==> src/hdl/pds_pkg.sv <==
package pds_pkg;

	localparam int PIX_W      = 32;
	localparam int REF_W      = 32;
	localparam int PAR_W      = 5;
	localparam int SER_W      = 3;
	localparam int CFG_IDX_W  = 1;
	localparam int CFG_DATA_W = 5;
	localparam int PRE_W      = 4;
	localparam int FB_W       = 9;
	localparam int BAND_W     = 2;
	localparam int RATE_W     = 30;
	localparam int BITCLK_W   = 29;
	localparam int TGT_W      = 32;
	localparam int PROD_W     = PIX_W + PAR_W;
	localparam int DIV_NUM_W  = PROD_W - 3;
	localparam int DIV_DEN_W  = 5;

	localparam logic [CFG_IDX_W-1:0] CFG_PAR_LANES = 1'd0;
	localparam logic [CFG_IDX_W-1:0] CFG_SER_LANES = 1'd1;

	localparam logic [PAR_W-1:0] PAR_LANES_RST = 5'd24;
	localparam logic [SER_W-1:0] SER_LANES_RST = 3'd4;

	localparam logic [1:0] STATUS_OK      = 2'd0;
	localparam logic [1:0] STATUS_NO_BAND = 2'd1;
	localparam logic [1:0] STATUS_NO_PAIR = 2'd2;

	localparam logic [RATE_W-1:0] BAND_LIMIT [5] = '{
		30'd1000000000, 30'd500000000, 30'd250000000, 30'd125000000, 30'd62500000
	};

	typedef struct packed {
		logic [PIX_W-1:0] pixel_clock_hz;
		logic [REF_W-1:0] ref_clock_hz;
	} req_t;

	typedef struct packed {
		logic [1:0]          status;
		logic [FB_W-1:0]     feedback_div;
		logic [PRE_W-1:0]    pre_div;
		logic [BAND_W-1:0]   range_sel;
		logic [BITCLK_W-1:0] bit_clock_hz;
	} rsp_t;

	typedef struct packed {
		logic load_in;
		logic div_start;
		logic div_ref;
		logic set_target;
		logic set_band;
		logic pre_next;
		logic sweep_init;
		logic sweep_step;
		logic load_result;
	} cmd_t;

	typedef struct packed {
		logic div_busy;
		logic band_ok;
		logic fb_last;
		logic pre_last;
		logic best_zero;
		logic pipe_busy;
		logic out_busy;
	} sts_t;

endpackage

==> src/hdl/pds_stream_if.sv <==
interface pds_stream_if #(
	parameter type payload_t = logic
) ();
	logic     valid;
	logic     ready;
	payload_t payload;

	modport source (output valid, output payload, input ready);
	modport sink (input valid, input payload, output ready);
endinterface

==> src/hdl/pds_div.sv <==
module pds_div (
	input  logic                           clk,
	input  logic                           arst_n,
	input  logic                           start,
	input  logic [pds_pkg::DIV_NUM_W-1:0]  dividend,
	input  logic [pds_pkg::DIV_DEN_W-1:0]  divisor,
	output logic                           busy,
	output logic [pds_pkg::DIV_NUM_W-1:0]  quotient,
	output logic [pds_pkg::DIV_DEN_W-1:0]  remainder
);

	localparam int NW = pds_pkg::DIV_NUM_W;
	localparam int VW = pds_pkg::DIV_DEN_W;
	localparam int CW = $clog2(NW + 1);

	logic [NW-1:0] num_q;
	logic [VW-1:0] rem_q;
	logic [VW-1:0] den_q;
	logic [CW-1:0] cnt_q;
	logic          busy_q;
	logic [VW:0]   shifted;
	logic          ge;

	assign shifted = {rem_q, num_q[NW-1]};
	assign ge      = shifted >= {1'b0, den_q};

	always_ff @(posedge clk or negedge arst_n) begin
		if (!arst_n) begin
			busy_q <= 1'b0;
			cnt_q  <= '0;
		end else if (start) begin
			busy_q <= 1'b1;
			cnt_q  <= CW'(NW);
		end else if (busy_q) begin
			cnt_q  <= cnt_q - CW'(1);
			busy_q <= cnt_q != CW'(1);
		end
	end

	always_ff @(posedge clk) begin
		if (start) begin
			num_q <= dividend;
			rem_q <= '0;
			den_q <= divisor;
		end else if (busy_q) begin
			num_q <= {num_q[NW-2:0], ge};
			rem_q <= ge ? VW'(shifted - {1'b0, den_q}) : shifted[VW-1:0];
		end
	end

	assign busy      = busy_q;
	assign quotient  = num_q;
	assign remainder = rem_q;

endmodule

==> src/hdl/pds_dp.sv <==
module pds_dp #(
	parameter int PRE_DIV_STEPS = 16,
	parameter int FB_DIV_STEPS  = 512
) (
	input  logic                            clk,
	input  logic                            arst_n,
	input  logic                            cfg_we,
	input  logic [pds_pkg::CFG_IDX_W-1:0]   cfg_index,
	input  logic [pds_pkg::CFG_DATA_W-1:0]  cfg_data,
	input  pds_pkg::req_t                   req_payload,
	input  logic                            rsp_ready,
	output logic                            rsp_valid,
	output pds_pkg::rsp_t                   rsp_payload,
	input  pds_pkg::cmd_t                   cmd,
	output pds_pkg::sts_t                   sts
);

	localparam int FBW = (FB_DIV_STEPS > 1) ? $clog2(FB_DIV_STEPS) : 0;
	localparam int QW  = pds_pkg::REF_W + FBW;
	localparam int RW  = pds_pkg::RATE_W;
	localparam int VW  = pds_pkg::DIV_DEN_W;

	logic [pds_pkg::PAR_W-1:0]   par_lanes_q;
	logic [pds_pkg::SER_W-1:0]   ser_lanes_q;
	logic [pds_pkg::PROD_W-1:0]  prod_q;
	logic [pds_pkg::REF_W-1:0]   ref_q;
	logic [pds_pkg::TGT_W-1:0]   target_q;
	logic [pds_pkg::BAND_W-1:0]  band_q;
	logic                        band_ok_q;
	logic [RW-1:0]               hi_q;
	logic [RW-1:0]               lo_q;
	logic [pds_pkg::PRE_W-1:0]   pre_q;
	logic [pds_pkg::FB_W-1:0]    fb_q;
	logic [QW-1:0]               acc_q;
	logic [VW-1:0]               frac_q;

	logic                        vld_s1;
	logic                        inb_s1;
	logic [RW-1:0]               diff_s1;
	logic [RW-1:0]               rate_s1;
	logic [pds_pkg::PRE_W-1:0]   pre_s1;
	logic [pds_pkg::FB_W-1:0]    fb_s1;

	logic                        found_q;
	logic [RW-1:0]               min_err_q;
	logic [RW-1:0]               best_rate_q;
	logic [pds_pkg::PRE_W-1:0]   best_pre_q;
	logic [pds_pkg::FB_W-1:0]    best_fb_q;

	logic                        rsp_valid_q;
	pds_pkg::rsp_t               rsp_q;

	logic [pds_pkg::DIV_NUM_W-1:0] div_num;
	logic [VW-1:0]                 div_den;
	logic                          div_busy;
	logic [pds_pkg::DIV_NUM_W-1:0] div_quo;
	logic [VW-1:0]                 div_rem;

	logic [VW-1:0]               pre_den;
	logic [VW-1:0]               frac_sum;
	logic                        frac_carry;
	logic                        band_hit;
	logic [pds_pkg::BAND_W-1:0]  band_sel;
	logic [QW-1:0]               rate_full;
	logic [RW-1:0]               rate_n;
	logic [RW-1:0]               tgt_n;
	logic                        in_band;

	assign pre_den = {1'b0, pre_q} + VW'(1);
	assign div_num = cmd.div_ref ? pds_pkg::DIV_NUM_W'(ref_q)
	                             : prod_q[pds_pkg::PROD_W-1:3];
	assign div_den = cmd.div_ref ? pre_den : VW'(ser_lanes_q);

	pds_div u_div (
		.clk       (clk),
		.arst_n    (arst_n),
		.start     (cmd.div_start),
		.dividend  (div_num),
		.divisor   (div_den),
		.busy      (div_busy),
		.quotient  (div_quo),
		.remainder (div_rem)
	);

	always_comb begin
		band_hit = 1'b0;
		band_sel = '0;
		for (int i = 0; i < 4; i++) begin
			if (target_q < pds_pkg::TGT_W'(pds_pkg::BAND_LIMIT[i]) &&
			    target_q >= pds_pkg::TGT_W'(pds_pkg::BAND_LIMIT[i+1])) begin
				band_hit = 1'b1;
				band_sel = pds_pkg::BAND_W'(i);
			end
		end
	end

	assign frac_sum   = frac_q + div_rem;
	assign frac_carry = frac_sum >= pre_den;

	assign rate_full = acc_q >> band_q;
	assign rate_n    = rate_full[RW-1:0];
	assign tgt_n     = target_q[RW-1:0];
	assign in_band   = rate_full < QW'(hi_q) && rate_full >= QW'(lo_q);

	always_ff @(posedge clk or negedge arst_n) begin
		if (!arst_n) begin
			par_lanes_q <= pds_pkg::PAR_LANES_RST;
			ser_lanes_q <= pds_pkg::SER_LANES_RST;
			vld_s1      <= 1'b0;
			found_q     <= 1'b0;
			rsp_valid_q <= 1'b0;
		end else begin
			if (cfg_we && cfg_index == pds_pkg::CFG_PAR_LANES) begin
				par_lanes_q <= cfg_data[pds_pkg::PAR_W-1:0];
			end
			if (cfg_we && cfg_index == pds_pkg::CFG_SER_LANES) begin
				ser_lanes_q <= cfg_data[pds_pkg::SER_W-1:0];
			end
			vld_s1 <= cmd.sweep_step;
			if (cmd.set_band) begin
				found_q <= 1'b0;
			end else if (vld_s1 && inb_s1 && (!found_q || diff_s1 < min_err_q)) begin
				found_q <= 1'b1;
			end
			if (cmd.load_result) begin
				rsp_valid_q <= 1'b1;
			end else if (rsp_ready) begin
				rsp_valid_q <= 1'b0;
			end
		end
	end

	always_ff @(posedge clk) begin
		if (cmd.load_in) begin
			prod_q <= req_payload.pixel_clock_hz * pds_pkg::PROD_W'(par_lanes_q);
			ref_q  <= req_payload.ref_clock_hz;
		end
		if (cmd.set_target) begin
			target_q <= (ser_lanes_q == '0) ? '0 : {div_quo[pds_pkg::TGT_W-4:0], 3'b000};
		end
		if (cmd.set_band) begin
			band_q    <= band_sel;
			band_ok_q <= band_hit;
			hi_q      <= pds_pkg::BAND_LIMIT[band_sel];
			lo_q      <= pds_pkg::BAND_LIMIT[band_sel + 3'd1];
			pre_q     <= '0;
		end else if (cmd.pre_next) begin
			pre_q <= pre_q + pds_pkg::PRE_W'(1);
		end
		if (cmd.sweep_init) begin
			acc_q  <= QW'(div_quo[pds_pkg::REF_W-1:0]);
			frac_q <= div_rem;
			fb_q   <= '0;
		end else if (cmd.sweep_step) begin
			acc_q  <= acc_q + QW'(div_quo[pds_pkg::REF_W-1:0]) + QW'(frac_carry);
			frac_q <= frac_carry ? VW'(frac_sum - pre_den) : frac_sum;
			fb_q   <= fb_q + pds_pkg::FB_W'(1);
		end
		if (cmd.sweep_step) begin
			inb_s1  <= in_band;
			diff_s1 <= (rate_n > tgt_n) ? rate_n - tgt_n : tgt_n - rate_n;
			rate_s1 <= rate_n;
			pre_s1  <= pre_q;
			fb_s1   <= fb_q;
		end
		if (vld_s1 && inb_s1 && (!found_q || diff_s1 < min_err_q)) begin
			min_err_q   <= diff_s1;
			best_rate_q <= rate_s1;
			best_pre_q  <= pre_s1;
			best_fb_q   <= fb_s1;
		end
		if (cmd.load_result) begin
			if (!band_ok_q) begin
				rsp_q.status       <= pds_pkg::STATUS_NO_BAND;
				rsp_q.feedback_div <= '0;
				rsp_q.pre_div      <= '0;
				rsp_q.range_sel    <= '0;
				rsp_q.bit_clock_hz <= '0;
			end else if (!found_q) begin
				rsp_q.status       <= pds_pkg::STATUS_NO_PAIR;
				rsp_q.feedback_div <= '0;
				rsp_q.pre_div      <= '0;
				rsp_q.range_sel    <= '0;
				rsp_q.bit_clock_hz <= '0;
			end else begin
				rsp_q.status       <= pds_pkg::STATUS_OK;
				rsp_q.feedback_div <= best_fb_q;
				rsp_q.pre_div      <= best_pre_q;
				rsp_q.range_sel    <= band_q;
				rsp_q.bit_clock_hz <= best_rate_q[RW-1:1];
			end
		end
	end

	assign sts.div_busy  = div_busy;
	assign sts.band_ok   = band_hit;
	assign sts.fb_last   = fb_q == pds_pkg::FB_W'(FB_DIV_STEPS - 1);
	assign sts.pre_last  = pre_q == pds_pkg::PRE_W'(PRE_DIV_STEPS - 1);
	assign sts.best_zero = found_q && min_err_q == '0;
	assign sts.pipe_busy = vld_s1;
	assign sts.out_busy  = rsp_valid_q && !rsp_ready;

	assign rsp_valid   = rsp_valid_q;
	assign rsp_payload = rsp_q;

endmodule

==> src/hdl/pds_ctrl.sv <==
module pds_ctrl (
	input  logic          clk,
	input  logic          arst_n,
	input  logic          req_valid,
	output logic          req_ready,
	input  pds_pkg::sts_t sts,
	output pds_pkg::cmd_t cmd
);

	typedef enum logic [3:0] {
		S_IDLE,
		S_TDIV_GO,
		S_TDIV_WAIT,
		S_BAND,
		S_PDIV_GO,
		S_PDIV_WAIT,
		S_SWEEP,
		S_DRAIN,
		S_RESULT
	} state_t;

	state_t state_q;
	logic   ready_q;

	always_comb begin
		cmd = '0;
		case (state_q)
			S_IDLE:      cmd.load_in     = req_valid && ready_q;
			S_TDIV_GO:   cmd.div_start   = 1'b1;
			S_TDIV_WAIT: cmd.set_target  = !sts.div_busy;
			S_BAND:      cmd.set_band    = 1'b1;
			S_PDIV_GO: begin
				cmd.div_start = !sts.best_zero;
				cmd.div_ref   = 1'b1;
			end
			S_PDIV_WAIT: cmd.sweep_init  = !sts.div_busy;
			S_SWEEP: begin
				cmd.sweep_step = !sts.best_zero;
				cmd.pre_next   = !sts.best_zero && sts.fb_last && !sts.pre_last;
			end
			S_DRAIN:     cmd = '0;
			S_RESULT:    cmd.load_result = !sts.out_busy;
			default:     cmd = '0;
		endcase
	end

	always_ff @(posedge clk or negedge arst_n) begin
		if (!arst_n) begin
			state_q <= S_IDLE;
			ready_q <= 1'b1;
		end else begin
			case (state_q)
				S_IDLE: begin
					if (req_valid && ready_q) begin
						ready_q <= 1'b0;
						state_q <= S_TDIV_GO;
					end
				end
				S_TDIV_GO: state_q <= S_TDIV_WAIT;
				S_TDIV_WAIT: begin
					if (!sts.div_busy) begin
						state_q <= S_BAND;
					end
				end
				S_BAND: state_q <= sts.band_ok ? S_PDIV_GO : S_RESULT;
				S_PDIV_GO: state_q <= sts.best_zero ? S_DRAIN : S_PDIV_WAIT;
				S_PDIV_WAIT: begin
					if (!sts.div_busy) begin
						state_q <= S_SWEEP;
					end
				end
				S_SWEEP: begin
					if (sts.best_zero) begin
						state_q <= S_DRAIN;
					end else if (sts.fb_last) begin
						state_q <= sts.pre_last ? S_DRAIN : S_PDIV_GO;
					end
				end
				S_DRAIN: begin
					if (!sts.pipe_busy) begin
						state_q <= S_RESULT;
					end
				end
				S_RESULT: begin
					if (!sts.out_busy) begin
						ready_q <= 1'b1;
						state_q <= S_IDLE;
					end
				end
				default: state_q <= S_IDLE;
			endcase
		end
	end

	assign req_ready = ready_q;

endmodule

==> src/hdl/pll_divider_search.sv <==
// Channel | Direction | Payload
// req     | in        | pixel_clock_hz, ref_clock_hz
// rsp     | out       | status, feedback_div, pre_div, range_sel, bit_clock_hz
// cfg     | in        | write enable, index, data (no read-back)
//
// One item is worked on at a time. The target takes a serial division, and each pre divider
// code costs a serial division followed by a sweep over the feedback codes; an exact match
// ends the search early.
// Reset clears the controller, the result valid flag and loads the lane counts 24 and 4.
// A stalled result is held in the output register; the next item is taken once it is loaded.
module pll_divider_search #(
	parameter int PRE_DIV_STEPS = 16,
	parameter int FB_DIV_STEPS  = 512
) (
	input  logic                            clk,
	input  logic                            arst_n,
	pds_stream_if.sink                      req,
	pds_stream_if.source                    rsp,
	input  logic                            cfg_we,
	input  logic [pds_pkg::CFG_IDX_W-1:0]   cfg_index,
	input  logic [pds_pkg::CFG_DATA_W-1:0]  cfg_data
);

	pds_pkg::cmd_t cmd;
	pds_pkg::sts_t sts;
	pds_pkg::rsp_t rsp_payload;
	logic          rsp_valid;
	logic          req_ready;

	pds_ctrl u_ctrl (
		.clk       (clk),
		.arst_n    (arst_n),
		.req_valid (req.valid),
		.req_ready (req_ready),
		.sts       (sts),
		.cmd       (cmd)
	);

	pds_dp #(
		.PRE_DIV_STEPS (PRE_DIV_STEPS),
		.FB_DIV_STEPS  (FB_DIV_STEPS)
	) u_dp (
		.clk         (clk),
		.arst_n      (arst_n),
		.cfg_we      (cfg_we),
		.cfg_index   (cfg_index),
		.cfg_data    (cfg_data),
		.req_payload (req.payload),
		.rsp_ready   (rsp.ready),
		.rsp_valid   (rsp_valid),
		.rsp_payload (rsp_payload),
		.cmd         (cmd),
		.sts         (sts)
	);

	assign req.ready   = req_ready;
	assign rsp.valid   = rsp_valid;
	assign rsp.payload = rsp_payload;

	// An error result carries no divider settings.
	a_error_zero: assert property (@(posedge clk) disable iff (!arst_n)
		rsp_valid && rsp_payload.status != pds_pkg::STATUS_OK |->
			rsp_payload.feedback_div == '0 && rsp_payload.pre_div == '0 &&
			rsp_payload.range_sel == '0 && rsp_payload.bit_clock_hz == '0)
		else $error("error result with nonzero fields");

	// Only one item is in flight.
	a_one_item: assert property (@(posedge clk) disable iff (!arst_n)
		req.valid && req_ready |=> !req_ready)
		else $error("second item taken while busy");

	// A good result lies in the band that it names.
	a_in_band: assert property (@(posedge clk) disable iff (!arst_n)
		rsp_valid && rsp_payload.status == pds_pkg::STATUS_OK |->
			{rsp_payload.bit_clock_hz, 1'b0} < pds_pkg::BAND_LIMIT[rsp_payload.range_sel] &&
			{rsp_payload.bit_clock_hz, 1'b1} >=
				pds_pkg::BAND_LIMIT[{1'b0, rsp_payload.range_sel} + 3'd1])
		else $error("result rate outside its band");

endmodule
==> src/flat_wrapper.sv <==
// flat-port wrapper written by rule: the top's interface ports become plain ports
module pll_divider_search_flat 
#(
	parameter int PRE_DIV_STEPS = 16,
	parameter int FB_DIV_STEPS  = 512
)
  (clk, arst_n, cfg_we, cfg_index, cfg_data, req_valid, req_payload, req_ready, rsp_valid, rsp_payload, rsp_ready);
  pds_stream_if req_i ();
  pds_stream_if rsp_i ();
  input  logic clk;
  input  logic arst_n;
  input  logic cfg_we;
  input  logic [pds_pkg::CFG_IDX_W-1:0] cfg_index;
  input  logic [pds_pkg::CFG_DATA_W-1:0] cfg_data;
  input wire logic [$bits(req_i.valid)-1:0] req_valid;
  input wire logic [$bits(req_i.payload)-1:0] req_payload;
  output wire logic [$bits(req_i.ready)-1:0] req_ready;
  output wire logic [$bits(rsp_i.valid)-1:0] rsp_valid;
  output wire logic [$bits(rsp_i.payload)-1:0] rsp_payload;
  input wire logic [$bits(rsp_i.ready)-1:0] rsp_ready;
  assign req_i.valid = req_valid;
  assign req_i.payload = req_payload;
  assign req_ready = req_i.ready;
  assign rsp_valid = rsp_i.valid;
  assign rsp_payload = rsp_i.payload;
  assign rsp_i.ready = rsp_ready;
  pll_divider_search #(.PRE_DIV_STEPS(PRE_DIV_STEPS), .FB_DIV_STEPS(FB_DIV_STEPS)) u_core (.clk(clk), .arst_n(arst_n), .req(req_i), .rsp(rsp_i), .cfg_we(cfg_we), .cfg_index(cfg_index), .cfg_data(cfg_data));
endmodule
==> config.mk <==
export PLATFORM = sky130hd
export DESIGN_NAME = pll_divider_search_flat
export DESIGN_NICKNAME = d
export VERILOG_FILES = /design/src/hdl/pds_pkg.sv /design/src/hdl/pds_stream_if.sv /design/src/hdl/pds_div.sv /design/src/hdl/pds_dp.sv /design/src/hdl/pds_ctrl.sv /design/src/hdl/pll_divider_search.sv /design/src/flat_wrapper.sv
export SDC_FILE = /design/constraint.sdc
export NUM_CORES = 1
export LEC_CHECK = 0
export BUFFER_PORTS_ARGS = -buffer_cell sky130_fd_sc_hd__buf_4
export CAP_MARGIN = 20
export CORE_MARGIN = 8
export CORE_UTILIZATION = 25
export DETAILED_ROUTE_END_ITERATION = 16
export PLACE_DENSITY = 0.49
export SETUP_SLACK_MARGIN = 0.02
export SYNTH_ARGS = -nofsm -noshare
export SYNTH_HDL_FRONTEND = slang
export SYNTH_HIERARCHICAL = 1
export SYNTH_SLANG_ARGS = --single-unit
==> constraint.sdc <==
create_clock -name clk -period 23.1 [get_ports clk]
set_input_delay 1.155 -clock clk [delete_from_list [all_inputs] [get_ports clk]]
set_output_delay 1.155 -clock clk [all_outputs]
set_load 0.02 [all_outputs]
Word level (Yosys, flattened, before mapping)
Memories as Yosys holds them, arrays and structs flattened. A register that Yosys moved wholly into a read port is not among the register bits.
Cells that the tools add are included.
{ "totals": {"ff_bits": 223, "word_cells": 156, "output_inout_bits": 3, "n_memories": 2, "romBits": 480, "inputBits": 12} }
{ "op_classes": {"n_shift": 1, "n_addsub": 12, "eq_ne": 17, "bitwise_logic": 2, "reduce_logical": 31, "magnitude_cmp": 14, "muxes": 49} }
{ "memory_table": {"columns": ["memory", "depth", "width", "rd", "rd_ports_with_merged_regs", "wr", "line_no", "rtl"], "rows": [
  ["(no name shown)", 8, 30, 1, 1, 0, "pds_dp.sv:145", "lo_q <= pds_pkg::BAND_LIMIT[band_sel + 3'd1];"],
  ["(no name shown)", 8, 30, 1, 1, 0, "pds_dp.sv:144", "hi_q <= pds_pkg::BAND_LIMIT[band_sel];"]
]} }
{ "op_table": {"columns": ["operator", "count"], "rows": [
  ["2-to-1 mux 34 bit", 2],
  ["2-to-1 mux 32 bit", 2],
  ["subtractor 30 bit", 2],
  ["adder 41 x 1 -> 41 bit", 1],
  ["adder 41 x 32 -> 41 bit", 1],
  [">= comparator 41 x 30 -> 1 bit", 1],
  ["< comparator 41 x 30 -> 1 bit", 1],
  ["right shift 41 x 2 -> 41 bit", 1],
  ["one-hot mux 4 bit (9 select lines)", 1],
  [">= comparator 32 x 26 -> 1 bit, second input constant", 1],
  [">= comparator 32 x 27 -> 1 bit, second input constant", 1],
  [">= comparator 32 x 28 -> 1 bit, second input constant", 1],
  [">= comparator 32 x 29 -> 1 bit, second input constant", 1],
  ["< comparator 32 x 27 -> 1 bit, second input constant", 1],
  ["< comparator 32 x 28 -> 1 bit, second input constant", 1],
  ["< comparator 32 x 29 -> 1 bit, second input constant", 1],
  ["< comparator 32 x 30 -> 1 bit, second input constant", 1],
  ["2-to-1 mux 4 bit", 8],
  ["> comparator 30 bit", 1],
  ["logical NOT 30 bit", 1],
  ["< comparator 30 bit", 1],
  ["2-to-1 mux 30 bit", 1],
  ["2-to-1 mux 1 bit", 22],
  ["2-to-1 mux 5 bit", 4],
  ["other kinds (32)", 68]
]} }

Depth between registers and ports, before layout
Gate-level depths: netlist (run 1).
{ "logic_depth": {"word_depth": 8, "depth_mapped": 22, "mapped_depth_nobuf": 21} }

By module
Netlist (run 1), hierarchy kept.
{ "by_module_without_submodules": {"columns": ["module", "seq_area_each_um2", "cells_each", "instances", "area_per_inst_um2"], "rows": [
  ["pds_dp", 11559.8, 2481, 1, 26501.7],
  ["pds_div", 1446.4, 171, 1, 2386.0],
  ["pds_ctrl", 126.4, 53, 1, 456.7],
  ["pll_divider_search", 0.0, 1, 1, 3.8]
]} }

Worst setup path after synthesis (run 1)
Ideal clock, no wire load.
{ "synth_timing": {"path_kind": "reg-to-reg", "start": "register u_core.u_dp.found_q", "end": "register u_core.u_dp.acc_q[39]", "path_buffers": 2, "required_ns": 23.030, "arrival_time_ns": 7.637, "synth_period_minus_slack_ns": 7.707, "path_stages_with_launch": 14, "setup_slack_ns": 15.393, "setup_ns": 0.070, "path_cell_list": "dfrtp_1 clkbuf_1 inv_1 nor4_1 nand4_1 nor2_1 nor3_1 clkbuf_1 and3_1 and2_1 and3_1 nand3_1 or4_1 a21oi_1"} }
{ "synth_lines": {"columns": ["element", "line_no", "rtl"], "rows": [
  ["from (decl)", "pds_dp.sv:44", "logic found_q;"],
  ["from (signal assigned)", "pds_dp.sv:110", "found_q <= 1'b0;"],
  ["from (signal assigned)", "pds_dp.sv:121", "found_q <= 1'b0;"],
  ["from (signal assigned)", "pds_dp.sv:123", "found_q <= 1'b1;"],
  ["to (signal assigned)", "pds_dp.sv:151", "acc_q <= QW'(div_quo[pds_pkg::REF_W-1:0]);"],
  ["to (signal assigned)", "pds_dp.sv:155", "acc_q <= acc_q + QW'(div_quo[pds_pkg::REF_W-1:0]) + QW'(frac_carry);"],
  ["to (decl)", "pds_dp.sv:34", "logic [QW-1:0] acc_q;"]
]} }

Final worst setup path (run 1)
{ "layout_timing": {"start": "register u_core.u_dp.u_div.rem_q[0], in the netlist u_core/u_dp/u_div/remainder[0]", "end": "register u_core.u_dp.acc_q[38]"} }
{ "layout_between": {"elab_chain_len": 3} }
{ "layout_lines": {"columns": ["element", "line_no", "rtl"], "rows": [
  ["from (decl)", "pds_div.sv:17", "logic [VW-1:0] rem_q;"],
  ["from (signal assigned)", "pds_div.sv:47", "rem_q <= ge ? VW'(shifted - {1'b0, den_q}) : shifted[VW-1:0];"],
  ["adder 5 bit", "pds_dp.sv:97", "assign frac_sum = frac_q + div_rem;"],
  [">= comparator 5 bit", "pds_dp.sv:98", "assign frac_carry = frac_sum >= pre_den;"],
  ["adder 41 x 1 -> 41 bit", "pds_dp.sv:155", null]
]} }
Every way passes these cells.
A chain may end at the register's enable or synchronous reset.

==> results_dict.tcl, run 1 <==
set metrics [dict create \
    postSynthAreaPerCell_um2 9.98 \
    post_drt_via_cell_ratio 4.43 \
    layout-area-overhead-vs-synth_pct 13.7 \
    crit-reg2reg-launch "u_core/u_dp/u_div/remainder[0]$_SDFFE_PP0P_" \
    dieArea_um2 111000 \
    worst-endpoint-required_ns 23.53 \
    rrSetupSlack_ns 17.29 \
    grt_pass1_wl_um 95400 \
    post_drt_wl_per_cell_um 14.3 \
    start_util 0.252 \
    grtUsageTotal 0.103 \
    detail_route.iter0.violations 900 \
    grt_pass1_vias 17400 \
    final_antenna_net_count 0 \
    timing_hold_violations_final 0 \
    cellLeakagePower_uw 0.0120 \
    timing.final.max_slew_violations 0 \
    tritoncts.num_buffers 39 \
    unrepaired_setup_endpoints_after_global_routing "no" \
    met1Wirelength_um 30000 \
    clock.fmax_mhz 172 \
    clock_pin_slew_worst_setup_and_hold_paths_ns 0.06 \
    min_period_over_period 0.251 \
    timing.setup.critical_path_class "flop to flop" \
    critPathCapture "u_core/u_dp/acc_q[38]$_SDFFE_PP0P_" \
    final_period_minus_worst_setup_slack_ns 5.81 \
    cp_startpoint "u_core/u_dp/u_div/remainder[0]$_SDFFE_PP0P_" \
    total_power_uw 1800 \
    crit_fanout 6 \
    power.density_nw_per_um2 62.9 \
    clock-skew-final_ns 0.0210 \
    synth-warning-count 6 \
    place.gp.congestion 0.834 \
    htree_levels 2 \
    clock_tree_from_tritoncts "built" \
    antenna_found_initial 0 \
    synth.cell_area_um2 25200 \
    end_kind "flop" \
    fillCellCount 10600 \
    dr.max_layer_used "met4" \
    first_pass_iters 5 \
    post_cts_setup_bufs 0 \
    core_ar_um2 100000 \
    post_layout_util 0.287 \
    die_h_um 334 \
    cts_hold_repair.buffers 0 \
    maximum_number_of_pins_on_one_net_before_global_route_repair 85 \
    hold_class "flop to flop" \
    die_w_um 334 \
    worstMarginPinSlew_ns 1.04 \
    design.portCount 15 \
    timing.setup.tns_ns 0 \
    clk_path_buf_depth 3 \
    cts.repair.resized 0 \
    clock_tree.root_cell "sky130_fd_sc_hd__clkbuf_16" \
    dpl.hpwl_um 45400 \
    cap_violations 0 \
    drive_above_1_share 0.0888 \
    run_status "complete, no violations" \
    fp-row-count 116 \
    worst-endpoint-arrival_ns 6.24 \
    grt_overflow 0 \
    routed_via_count 17800 \
    wl_um 57700 \
    routed_wire_length_on_met2_um 24700 \
    diodes 0 \
    drc 0 \
    ir_worst_vdd_v 0.0000404 \
    numClockSinks 323 \
    count_of_input_and_output_buffers 14 \
    setup_violations 0 \
    clkLatencyLatePin_ns 0.57 \
    r2r_cells 20 \
    layout.nets 3033 \
    crit_path_start_kind "flop" \
    post_synth_inst_count 2528 \
    rr_endpoint "u_core/u_dp/acc_q[38]$_SDFFE_PP0P_" \
    max_slew_margin 0.305 \
    met3_wirelength_um 1780 \
]
[worst max-delay path, cell delays in order (launching register included)]
cell and delay (ns):
sky130_fd_sc_hd__dfxtp_1 0.45, sky130_fd_sc_hd__ha_1 0.24, sky130_fd_sc_hd__fa_1 0.48, sky130_fd_sc_hd__ha_1 0.33
sky130_fd_sc_hd__a21o_1 0.11, sky130_fd_sc_hd__a21o_1 0.14, sky130_fd_sc_hd__a31o_2 0.11, sky130_fd_sc_hd__a21o_1 0.10
sky130_fd_sc_hd__a21o_1 0.27, sky130_fd_sc_hd__inv_1 0.09, sky130_fd_sc_hd__fa_1 0.41, sky130_fd_sc_hd__fa_1 0.41
sky130_fd_sc_hd__nand2b_1 0.17, sky130_fd_sc_hd__a21oi_1 0.21, sky130_fd_sc_hd__o21ai_0 0.22, sky130_fd_sc_hd__a211oi_1 0.48
sky130_fd_sc_hd__nor2_1 0.13, sky130_fd_sc_hd__o311ai_0 0.87, sky130_fd_sc_hd__nand4_1 0.20, sky130_fd_sc_hd__xor2_1 0.19
sky130_fd_sc_hd__nor2_1 0.05
[worst min-delay path by stage]
| stage | startpoint | end | slack [ns] | cells after the start |
|---|---|---|---|---|
| detailed placement | u_core/u_dp/rate_s1[1]$_DFFE_PP_ | u_core/u_dp/best_rate_q[1]$_DFFE_PP_ | 0.42 | 0 |
| global route | u_core/u_dp/rate_s1[1]$_DFFE_PP_ | u_core/u_dp/best_rate_q[1]$_DFFE_PP_ | 0.43 | 0 |
| CTS | u_core/u_dp/rate_s1[1]$_DFFE_PP_ | u_core/u_dp/best_rate_q[1]$_DFFE_PP_ | 0.43 | 0 |
| global placement | u_core/u_dp/rate_s1[1]$_DFFE_PP_ | u_core/u_dp/best_rate_q[1]$_DFFE_PP_ | 0.40 | 0 |
| floorplan | u_core/u_dp/rate_s1[1]$_DFFE_PP_ | u_core/u_dp/best_rate_q[1]$_DFFE_PP_ | 0.40 | 0 |
| finish | u_core/u_dp/rate_s1[1]$_DFFE_PP_ | u_core/u_dp/best_rate_q[1]$_DFFE_PP_ | 0.43 | 0 |
[layout by cell type, fill, tap and decap left out, types with 42 or more instances in the layout]
cell and n:
sky130_fd_sc_hd__inv_1 261, sky130_fd_sc_hd__nor2_1 105, sky130_fd_sc_hd__a21oi_1 161, sky130_fd_sc_hd__a21o_1 84, sky130_fd_sc_hd__edfxtp_1 273, sky130_fd_sc_hd__ha_1 229
sky130_fd_sc_hd__nor2b_1 51, sky130_fd_sc_hd__nand3_1 42, sky130_fd_sc_hd__xnor2_1 51, sky130_fd_sc_hd__and2_1 100, sky130_fd_sc_hd__mux2_2 94, sky130_fd_sc_hd__nand2_1 239
sky130_fd_sc_hd__xor2_1 58, sky130_fd_sc_hd__o21ai_0 131, sky130_fd_sc_hd__fa_1 96, sky130_fd_sc_hd__conb_1 190
[area by class of cell]
type	count	area [um^2]	share of cell area
timing repair buffer	30	225	0.00785
sequential	323	9320	0.325
tap	1298	1620	0.0566
inverter	262	983	0.0343
clock buffer	57	1090	0.0381
multi-input combinational	2040	15300	0.533
clock inverter	14	149	0.00519
[routing by layer]
| metal | track usage | up-vias |
|---|---|---|
| met5 | 0 | - |
| met4 | 0.0282 | 0 |
| met3 | 0.0119 | 64 |
| met2 | 0.156 | 231 |
| met1 | 0.153 | 8412 |
| li1 | - | 9125 |
[report_power, final]
group | internal, uW | total (uW) | switching [uW] | leakage, uW
logic | 244 | 537 | 293 | 0.00876
registers | 664 | 674 | 10.7 | 0.00269
clock network | 344 | 594 | 249 | 0.000593
[registers in the layout, indices dropped and copies added, names as in the netlist, 5 cells and up]
| signal | count |
|---|---|
| u_core/u_dp/prod_q | 34 |
| u_core/u_dp/u_div/den_q | 5 |
| u_core/u_dp/diff_s1 | 30 |
| u_core/u_dp/u_div/quotient | 34 |
| u_core/u_dp/ref_q | 32 |
| u_core/u_dp/hi_q | 13 |
| u_core/u_dp/lo_q | 23 |
| u_core/u_dp/fb_q | 9 |
| u_core/u_dp/u_div/remainder | 5 |
| u_core/u_dp/min_err_q | 30 |
| u_core/u_dp/par_lanes_q | 5 |
| u_core/u_dp/u_div/cnt_q | 6 |
| u_core/u_dp/acc_q | 41 |
| u_core/u_dp/target_q | 29 |
| u_core/u_dp/frac_q | 5 |
[stage by stage]
stage	std cells	hold slack (ns)	setup WS [ns]	area, um^2
2_1_floorplan	2717	0.400	18.14	25900
3_3_place_gp	3953	0.401	17.36	27500
3_5_place_dp	3953	0.423	17.32	27500
4_1_cts	4024	0.432	17.28	28700
5_1_grt	4024	0.431	16.69	28700
6_report	4024	0.429	17.29	28700
(Power assumes the default switching activity.)
==> run 2: changes to the inputs <==
Settings changed: ABC_AREA from default to 1, PLACE_DENSITY 0.49 to 0.51.
Clock period 23.1 ns to 5.2 ns, I/O delays scaled along.
==> run 2 against run 1 <==
  * Worst hold slack got worse by 0.39 ns
  * Sequential share of layout area decreased by 2.7 points
  * Clock skew increased by 0.0081 ns
  * Sequential power increased to 6.1 times the previous value
  * Non-clock buffer count increased by 15
  * Clock-buffer cell count decreased by 11
  * Core utilization increased by 0.080 points
==> results_dict.tcl, run 2 <==
set metrics [dict create \
    count_of_input_and_output_buffers 14 \
    grt_pass1_vias 22900 \
    dpl.hpwl_um 63400 \
    diodes 0 \
    grtUsageTotal 0.129 \
    clkLatencyLatePin_ns 0.59 \
    unrepaired_setup_endpoints_after_global_routing "no" \
    fillCellCount 11900 \
    die_w_um 348 \
    final_period_minus_worst_setup_slack_ns 4.56 \
    drc 0 \
    clock_tree.root_cell "sky130_fd_sc_hd__clkbuf_16" \
    final_antenna_net_count 0 \
    clock.fmax_mhz 219 \
    clock_pin_slew_worst_setup_and_hold_paths_ns 0.06 \
    post_synth_inst_count 3642 \
    crit_path_start_kind "flop" \
    end_kind "flop" \
    timing_hold_violations_final 0 \
    grt_pass1_wl_um 126000 \
    ff_latch_area_um2 9320 \
    layout-area-overhead-vs-synth_pct 13.9 \
    timing.setup.tns_ns 0 \
    numClockSinks 323 \
    setup_violations 0 \
    design.portCount 15 \
    top_register "u_core/u_dp/acc_q" \
    r2r_cells 25 \
    worst-endpoint-required_ns 5.53 \
    post_layout_util 0.287 \
    dp.cells 5194 \
    cellLeakagePower_uw 0.0157 \
    detail_route.iter0.violations 1513 \
    antenna_found_initial 0 \
    multi_input_comb_area_um2 16300 \
    post_drt_wl_per_cell_um 14.9 \
    clock_tree_from_tritoncts "built" \
    tritoncts.num_buffers 41 \
    fp-row-count 121 \
    synth.cell_area_um2 27500 \
    htree_levels 2 \
    core_ar_um2 109000 \
    cap_violations 0 \
    timing.final.max_slew_violations 0 \
    min_period_over_period 0.877 \
    maximum_number_of_pins_on_one_net_before_global_route_repair 67 \
    wl_um 78600 \
    start_util 0.252 \
    max_slew_margin 0.413 \
    drive_above_1_share 0.0541 \
    ir_worst_vdd_v 0.000239 \
    post_drt_via_cell_ratio 4.38 \
    routed_via_count 23100 \
    power.density_nw_per_um2 492 \
    postSynthAreaPerCell_um2 7.55 \
    cts.repair.resized 0 \
    largest_register_ffs 41 \
    place.gp.congestion 0.989 \
    post_cts_setup_bufs 0 \
    layout.nets 4167 \
    mostFrequentLayoutCell "sky130_fd_sc_hd__nand2_1" \
    worstMarginPinSlew_ns 0.881 \
    run_status "complete, no violations" \
    grt_overflow 0 \
    stdcell_count 5275 \
    hold_class "input port to flop" \
    worst-endpoint-arrival_ns 4.89 \
    first_pass_iters 6 \
    crit_fanout 6 \
    synth-warning-count 6 \
    dieArea_um2 121000 \
    timing.setup.critical_path_class "flop to flop" \
    clock-skew-final_ns 0.0291 \
    most-common-layout-cells "sky130_fd_sc_hd__nand2_1 (1103), sky130_fd_sc_hd__inv_1 (568), sky130_fd_sc_hd__edfxtp_1 (273), sky130_fd_sc_hd__nor2_1 (264), sky130_fd_sc_hd__ha_1 (229)" \
    die_h_um 348 \
    hold_depth 4 \
    clk_path_buf_depth 3 \
]
run 2: critical path, stage by stage (launching register included):
cell	delay, ns
sky130_fd_sc_hd__dfxtp_1	0.38
sky130_fd_sc_hd__ha_1	0.24
sky130_fd_sc_hd__fa_1	0.41
sky130_fd_sc_hd__nand3_1	0.10
sky130_fd_sc_hd__nand2_1	0.07
sky130_fd_sc_hd__xor2_1	0.15
sky130_fd_sc_hd__ha_1	0.36
sky130_fd_sc_hd__nand2_1	0.07
sky130_fd_sc_hd__inv_1	0.07
sky130_fd_sc_hd__nand3_1	0.07
sky130_fd_sc_hd__nand3_1	0.12
sky130_fd_sc_hd__inv_1	0.09
sky130_fd_sc_hd__fa_1	0.43
sky130_fd_sc_hd__fa_1	0.41
sky130_fd_sc_hd__inv_1	0.08
sky130_fd_sc_hd__nand2_1	0.07
sky130_fd_sc_hd__o21ai_1	0.33
sky130_fd_sc_hd__nand2_1	0.09
sky130_fd_sc_hd__nand2_1	0.13
sky130_fd_sc_hd__nand2_1	0.07
sky130_fd_sc_hd__nand3_1	0.23
sky130_fd_sc_hd__nand2_1	0.11
sky130_fd_sc_hd__nand2_1	0.07
sky130_fd_sc_hd__nand2_1	0.04
sky130_fd_sc_hd__nand3_1	0.07
sky130_fd_sc_hd__nand2_1	0.06
run 2: cell type report:
cell class              count  area share
inverters                 582      0.0697
clock buffers              46      0.0337
clock inverters            28     0.00951
multi-input cells        2837       0.522
repair buffers             45      0.0113
flip-flops and latches    323       0.297
well taps                1414      0.0565
run 2: what timing repair did:
action	in CTS	in global routing
hold buffers	7	0
endpoints found under the hold margin	32	0
endpoints found under the setup margin	0	0
run 2: power breakdown:
group	internal [uW]	switching (uW)	leakage, uW
combinational	2860	5530	0.0120
clock	1720	1200	0.000660
sequential	3690	424	0.00302
total	8270	7150	0.0157
run 2: layer usage:
metal	global-route usage	share of wire
met3	0.0129	0.035
met1	0.172	0.47
met4	0.0402	0.030
met2	0.219	0.46
met5	0	0
run 2: worst paths after layout:
check / from / endpoint / slack [ns]
max in group asynchronous: arst_n / u_core/u_ctrl/req_ready$_DFFE_PN1P_ / 4.74
hold reg to reg: u_core/u_dp/rate_s1[1]$_DFFE_PP_ / u_core/u_dp/best_rate_q[1]$_DFFE_PP_ / 0.42
setup / recovery: u_core/u_dp/u_div/remainder[0]$_SDFFE_PP0P_ / u_core/u_dp/acc_q[30]$_DFFE_PP_ / 0.64
hold / removal: cfg_we / u_core/u_dp/ser_lanes_q[2]$_DFFE_PN1P_ / 0.04
min in group asynchronous: arst_n / u_core/u_dp/ser_lanes_q[0]$_DFFE_PN0P_ / 0.15
setup reg to reg: u_core/u_dp/u_div/remainder[0]$_SDFFE_PP0P_ / u_core/u_dp/acc_q[30]$_DFFE_PP_ / 0.64
run 2: per-stage QoR:
stage	setup WS (ns)	hold WS (ns)	total power, uW	area [um^2]
floorplan	1.10	-0.0356	10200	28200
global placement	0.678	0.194	12000	29900
detailed placement	0.663	0.195	12000	29900
CTS	0.646	0.000629	15000	31300
global route	0.243	0.0530	16900	31300
finish	0.641	0.0386	15400	31300
